### config.mk
export PLATFORM = sky130hd
export DESIGN_NAME = ars_dp
export DESIGN_NICKNAME = d
export VERILOG_FILES = /design/src/design/ars_pkg.sv /design/src/design/ars_dp.sv
export SDC_FILE = /design/constraint.sdc
export NUM_CORES = 2
export LEC_CHECK = 0
export BUFFER_PORTS_ARGS = -buffer_cell sky130_fd_sc_hd__buf_2
export CORE_MARGIN = 3
export CORE_UTILIZATION = 55
export DETAILED_ROUTE_END_ITERATION = 10
export HOLD_SLACK_MARGIN = 0.12
export PLACE_DENSITY = 0.75
export RECOVER_POWER = 50
export SETUP_SLACK_MARGIN = 0.3
export SYNTH_ARGS = -nofsm -noshare
export SYNTH_HDL_FRONTEND = slang
export SYNTH_MEMORY_MAX_BITS = 65536
export SYNTH_SLANG_ARGS = --single-unit
### constraint.sdc
create_clock -name clk -period 5.4 [get_ports clk]
set_clock_uncertainty 0.1 [all_clocks]
set_input_delay 0.54 -clock clk [delete_from_list [all_inputs] [get_ports clk]]
set_output_delay 0.54 -clock clk [all_outputs]
set_load 0.02 [all_outputs]
### src/design/ars_pkg.sv
// Shared types and constants for the adaptive run merge sorter.
// Used by ars_ctrl, ars_dp and the top level; depends on nothing.
package ars_pkg;

	localparam int DEPTH   = 64;
	localparam int ADDR_W  = $clog2(DEPTH);
	localparam int IDX_W   = $clog2(DEPTH + 1);
	localparam int STACK_N = DEPTH + 1;
	localparam int MRUN_W  = 7;
	localparam logic [MRUN_W-1:0] MIN_RUN_RST = MRUN_W'(32);

	typedef struct packed {
		logic signed [31:0] value;
		logic               last_in;
	} in_item_t;

	typedef struct packed {
		logic signed [31:0] sorted_value;
		logic               last_out;
		logic               overflow;
	} out_item_t;

	typedef enum logic [5:0] {
		ST_IDLE, ST_INIT, ST_RUN,
		ST_ASC_RD, ST_ASC_CMP, ST_ASC_END,
		ST_DSC_RD, ST_DSC_CMP, ST_DSC_END,
		ST_REV_RD, ST_REV_W1, ST_REV_W2,
		ST_INS_OUT, ST_INS_RD, ST_INS_CMP, ST_INS_W1, ST_INS_W2,
		ST_PUSH, ST_CHK, ST_STK_RD, ST_STK_CAP, ST_EVAL,
		ST_MRG_RD, ST_MRG_W, ST_CPY_RD, ST_CPY_W,
		ST_POST_L1, ST_POST_L2, ST_POST_T,
		ST_FINAL, ST_OUT_INIT, ST_OUT_RD, ST_OUT_LD, ST_DONE
	} state_t;

	typedef enum logic [1:0] {MK_NONE, MK_TOP, MK_LOW} merge_kind_t;

	typedef enum logic [1:0] {DSEL_IN, DSEL_A, DSEL_B, DSEL_S} dsel_t;

	typedef enum logic {SSEL_A, SSEL_B} ssel_t;

	typedef struct packed {
		logic [ADDR_W-1:0] a_addr;
		logic [ADDR_W-1:0] b_addr;
		logic              d_we;
		logic [ADDR_W-1:0] d_waddr;
		dsel_t             d_wsel;
		logic              s_we;
		logic [ADDR_W-1:0] s_waddr;
		ssel_t             s_wsel;
		logic [ADDR_W-1:0] s_raddr;
		logic              st_we;
		logic [IDX_W-1:0]  st_waddr;
		logic [IDX_W-1:0]  st_wdata;
		logic [IDX_W-1:0]  st_raddr;
		logic              out_load;
		logic              out_last;
		logic              out_ovf;
	} cmd_t;

	typedef struct packed {
		logic             lt_ba;
		logic [IDX_W-1:0] st_rdata;
	} status_t;

endpackage

### src/design/ars_dp.sv
// Datapath: element memory, scratch memory, run boundary stack, compare, output register.
// Driven by cmd_t from ars_ctrl; types from ars_pkg.
module ars_dp (
	input  logic                      clk,
	input  logic signed [31:0]        value,
	input  ars_pkg::cmd_t             cmd,
	output ars_pkg::status_t          stat,
	output ars_pkg::out_item_t        item
);
	import ars_pkg::*;

	logic signed [31:0] mem_q [DEPTH];
	logic signed [31:0] scr_q [DEPTH];
	logic [IDX_W-1:0]   stk_q [STACK_N];
	logic signed [31:0] ra_q, rb_q, sr_q;
	logic [IDX_W-1:0]   st_rd_q;
	logic signed [31:0] d_wdata, s_wdata;
	out_item_t          out_q;

	always_comb begin
		case (cmd.d_wsel)
			DSEL_IN: d_wdata = value;
			DSEL_A:  d_wdata = ra_q;
			DSEL_B:  d_wdata = rb_q;
			DSEL_S:  d_wdata = sr_q;
			default: d_wdata = value;
		endcase
		s_wdata = (cmd.s_wsel == SSEL_B) ? rb_q : ra_q;
	end

	always_ff @(posedge clk) begin
		if (cmd.d_we) begin
			mem_q[cmd.d_waddr] <= d_wdata;
		end
		ra_q <= mem_q[cmd.a_addr];
		rb_q <= mem_q[cmd.b_addr];
	end

	always_ff @(posedge clk) begin
		if (cmd.s_we) begin
			scr_q[cmd.s_waddr] <= s_wdata;
		end
		sr_q <= scr_q[cmd.s_raddr];
	end

	always_ff @(posedge clk) begin
		if (cmd.st_we) begin
			stk_q[cmd.st_waddr] <= cmd.st_wdata;
		end
		st_rd_q <= stk_q[cmd.st_raddr];
	end

	always_ff @(posedge clk) begin
		if (cmd.out_load) begin
			out_q.sorted_value <= ra_q;
			out_q.last_out     <= cmd.out_last;
			out_q.overflow     <= cmd.out_ovf;
		end
	end

	assign stat.lt_ba    = rb_q < ra_q;
	assign stat.st_rdata = st_rd_q;
	assign item          = out_q;

endmodule

== Word-level counts from Yosys, hierarchy flattened ==
Memory sizes are Yosys's and may differ from the RTL's. A register that Yosys moved wholly into a read port is not among the register bits.
Index checks and enable logic that the tools add are counted.

* Register bits after elaboration: 34
* Memory bits (writable): 4551
* Memories: 3

{| class="wikitable"
|+ Memories
! memory !! words !! width !! read ports !! clocked after Yosys merged registers in !! write ports !! RTL line !! RTL
|-
| mem_q || 64 || 32 || 2 || 2 || 1 || ars_dp.sv:12 || <nowiki>logic signed [31:0] mem_q [DEPTH];</nowiki>
|-
| scr_q || 64 || 32 || 1 || 1 || 1 || ars_dp.sv:13 || <nowiki>logic signed [31:0] scr_q [DEPTH];</nowiki>
|-
| stk_q || 65 || 7 || 1 || 1 || 1 || ars_dp.sv:14 || <nowiki>logic [IDX_W-1:0] stk_q [STACK_N];</nowiki>
|}

* Order comparisons: 1
* Equal/unequal tests: 3
* Muxes and demuxes: 8
* Reduce and logical (&&, ||, !) cells: 1

{| class="wikitable"
|+ Operator list
! cell !! number
|-
| one-hot mux 32 bit (4 select lines) || 1
|-
| less-than comparator 32 bit || 1
|-
| two-way mux 32 bit || 1
|-
| two-way mux 1 bit || 6
|-
| == test 2 bit, second input constant || 2
|-
| == test 2 x 1 -> 1 bit, second input constant || 1
|-
| zero test 2 bit || 1
|}

== Logic depth before layout (Yosys ltp) ==
* Depth after elaboration: 2
* Gate-level depth with buffers: 9
* Gate-level depth less buffers: 8

== Least setup slack after synthesis ==
OpenSTA, ideal clock, no wires.

* Path type: in2reg
* From: input cmd[31] (netlist name)
* To: memory scr_q[0][31], data pin
* Library setup time: 0.702 ns
* Arrival time: 3.465 ns
* Path slack: 1.133 ns
* Stages on the path: 3
* Cell sequence: clkbuf_1 clkbuf_1 o21ai_0

* Longest elaborated chain between the ends: 1

{| class="wikitable"
|+ RTL lines
! what !! RTL line !! RTL
|-
| start, declared || ars_dp.sv:6 || <nowiki>input ars_pkg::cmd_t cmd,</nowiki>
|-
| two-way mux 32 bit || ars_dp.sv:28 || <nowiki>s_wdata = (cmd.s_wsel == SSEL_B) ? rb_q : ra_q;</nowiki>
|-
| named net s_wdata[31] || ars_dp.sv:17 || <nowiki>logic signed [31:0] d_wdata, s_wdata;</nowiki>
|-
| end, declared || ars_dp.sv:13 ||
|}

The timed path passes the listed nets, and every way through them passes these cells.

== Worst setup path after layout ==
* From: register ra_q[15] (read register of mem_q)
* To: memory scr_q[32][15], data pin

* Longest elaborated chain between the ends: 1

{| class="wikitable"
|+ RTL lines
! what !! RTL line !! RTL
|-
| start, declared || ars_dp.sv:15 || <nowiki>logic signed [31:0] ra_q, rb_q, sr_q;</nowiki>
|-
| two-way mux 32 bit || ars_dp.sv:28 ||
|-
| named net s_wdata[15] || ars_dp.sv:17 ||
|}

The timed path passes the listed nets, and every way through them passes these cells.

==> results.toml <==
[outcome]
status = "finished with violations"
violations = "capacitance limit, slew limit"

[global_routing]
grt-ovfl-total = 0
grt_pass1_wl_mm = 775
grt_pass1_vias = 103000
grt_max_degree = 103
antenna_found_initial = 42
grt.total_usage_pct = 30.8

[sta]
tightest_slew_ns = 4.42
fin_tns_setup_ns = 0
setup_viol = 0
rsz0062_at_grt = "no"
finalCriticalPeriod_ns = 5.10
hold_violations = 0
slew_violations = 4708
fmax_mhz = 196
relSlewSlack_pct = -197
finalWorstSetupSlack_ns = 0.296
finalCritPeriodShare_pct = 94.5
holdWs_ns = 0.235

[pwr]
swShare_pct = 22.5
leakage_nw = 67.3
peakVddDrop_v = 0.000367
seq_power_share_pct = 52.3
p_int_mw = 62.0
power_frac_clock_pct = 40.3
combPwrFrac_pct = 7.5
netSwitchingPower_mw = 18.0
powerDensity_nw_per_um2 = 370

[yosys]
synth_common_cells = "edfxtp_1 (4585), mux4_2 (1942), clkbuf_1 (253)"
synth_most_common_cell = "edfxtp_1"
synth_cells = 8431
synth_area_leaders = "edfxtp_1 (71%), mux4_2 (23%), dfxtp_1 (1.1%)"
synth.distinct_cells = 50
yosysTopAreaCell = "edfxtp_1"
ys_warn_count = 0
synth-edff-count = 4585
async_flop_share_pct = 0
yosysTopAreaCellShare_pct = 71.1
syn_area_um2 = 194000
synthFlopType = "edfxtp_1"
syn_nets = 8555
syn_avg_cell_area_um2 = 23.0
ys_ff_latch = 4688
seq_area_frac_synth_pct = 72.1

[final_layout]
fin_nets = 8956
utilization_pct = 61.9
syn_to_final_growth_pct = 11.8
stdcell_area_um2 = 217000
drive_gt1_share_pct = 33.5

[routing]
ant_nets = 0
routed_wl_mm = 548
wl_per_cell_um = 39.6
dr.first_iter.drc_count = 16100
firstDrtPassIters = 5
via_count = 101000
drc_errors = 0
routed_via_density = 7.26

[floorplan]
die_h_um = 599
die_area_um2 = 359000
core-area_um2 = 350000
start_util_pct = 55.4
dieWidth_um = 599
rows = 217
ios = 135

[worst_hold_path]
min_path_type = "in2reg"
min-delay-start = "cmd[30]"

[placement]
io_buffers = 134
pre_cts_slack_ns = 1.04
place_hpwl_mm = 314
gp_congestion = 0.892
place_area_um2 = 202000

[clock_tree]
post_cts.repair.setup_buffers = 0
cts_resized = 0
cts_hold_buf = 22
cts_tree = "yes"
clk_latency_ns = 0.99
clk_pin_slew_ns = 0.06
root_buffer = "clkbuf_16"
htree_levels = 5
cts_sinks = 4688
cts_buffers = 450
clk_path_buf_depth = 4

[run]
max-cap-violations = 150

[critical_path]
r2r-start = "ra_q[15]$_DFF_P_"
worstSetupStartpointType = "flop"
end_kind = "flop"
crit_type = "reg2reg"
cp.arrival_ns = 5.69
startpoint = "ra_q[15]$_DFF_P_"
path_max_fanout = 33
rrSetupSlack_ns = 0.30
cp.required_ns = 5.99
-- metrics by stage --
stage          total power [mW]  cells
3_5_place_dp               48.4  13000
3_3_place_gp               48.1  13000
2_1_floorplan              45.9   8431
5_1_grt                    82.0  13800
6_report                   80.0  13900
4_1_cts                    80.2  13800
-- kinds of logic after synthesis --
kind of cell | Yosys count | synth area share, %
multiplexers | 2019 | 23.0
AND/OR/NAND/NOR | 541 | 1.24
AO/OA/AOI/OAI | 553 | 2.06
adder cells (fa/ha/maj) | 31 | 0.200
flip-flops | 4688 | 72.1
buffers and inverters | 599 | 1.38
-- final timing paths --
kind | cells after the start | end
min reg2reg | 0 | item[8]$_DFFE_PP_
max | 3 | scr_q[32][15]$_DFFE_PP_
max reg2reg | 3 | scr_q[32][15]$_DFFE_PP_
min | 4 | sr_q[14]$_DFF_P_
-- power by group through the flow --
stage,clock (mW),combinational [mW],sequential (mW)
6_report,32.2,5.96,41.8
5_1_grt,33.9,6.26,41.8
4_1_cts,32.5,5.98,41.7
3_5_place_dp,0,5.93,42.5
3_3_place_gp,0,5.71,42.4
2_1_floorplan,0,3.59,42.3
-- final cells by class --
| cell class | count | area (um2) |
|---|---|---|
| Antenna cell | 33 | 82.6 |
| Timing Repair Buffer | 513 | 3870 |
| Tap cell | 4599 | 5750 |
| Clock buffer | 566 | 12100 |
| Sequential cell | 4688 | 140000 |
| Fill cell | 22500 | 133000 |
| Inverter | 35 | 131 |
| Multi-Input combinational cell | 3144 | 51900 |
| Clock inverter | 277 | 2970 |
-- registers in the layout, indices dropped and copies added (netlist names) --
signal,count
item,34
mem_q,2048
ra_q,32
rb_q,32
scr_q,2048
sr_q,32
st_rd_q,7
stk_q,455
-- layout by cell type (no fill, tap or decap), types with 82 or more instances in the layout --
cell and count:
clkbuf_16 456, nand2_1 159, mux4_2 1942, buf_2 105, a22oi_1 233, clkinv_2 96
dfxtp_1 103, edfxtp_1 4585, buf_4 213, clkbuf_1 195, clkinv_1 82, nor2_1 165
-- routing by layer --
layer,vias to the layer above,routed length (um),track usage [%]
met3,1601,75000,9.00
met4,16,33600,15.2
met2,8097,260000,47.7
li1,37900,-,-
met5,-,105,0
met1,53000,180000,40.4
-- worst max-delay path: stages, from the launching register on --
cell and delay, ns:
dfxtp_1 0.54, inv_1 0.12, o21ai_0 3.25, buf_4 0.76
Note: power is estimated with default switching activity, not from simulation.
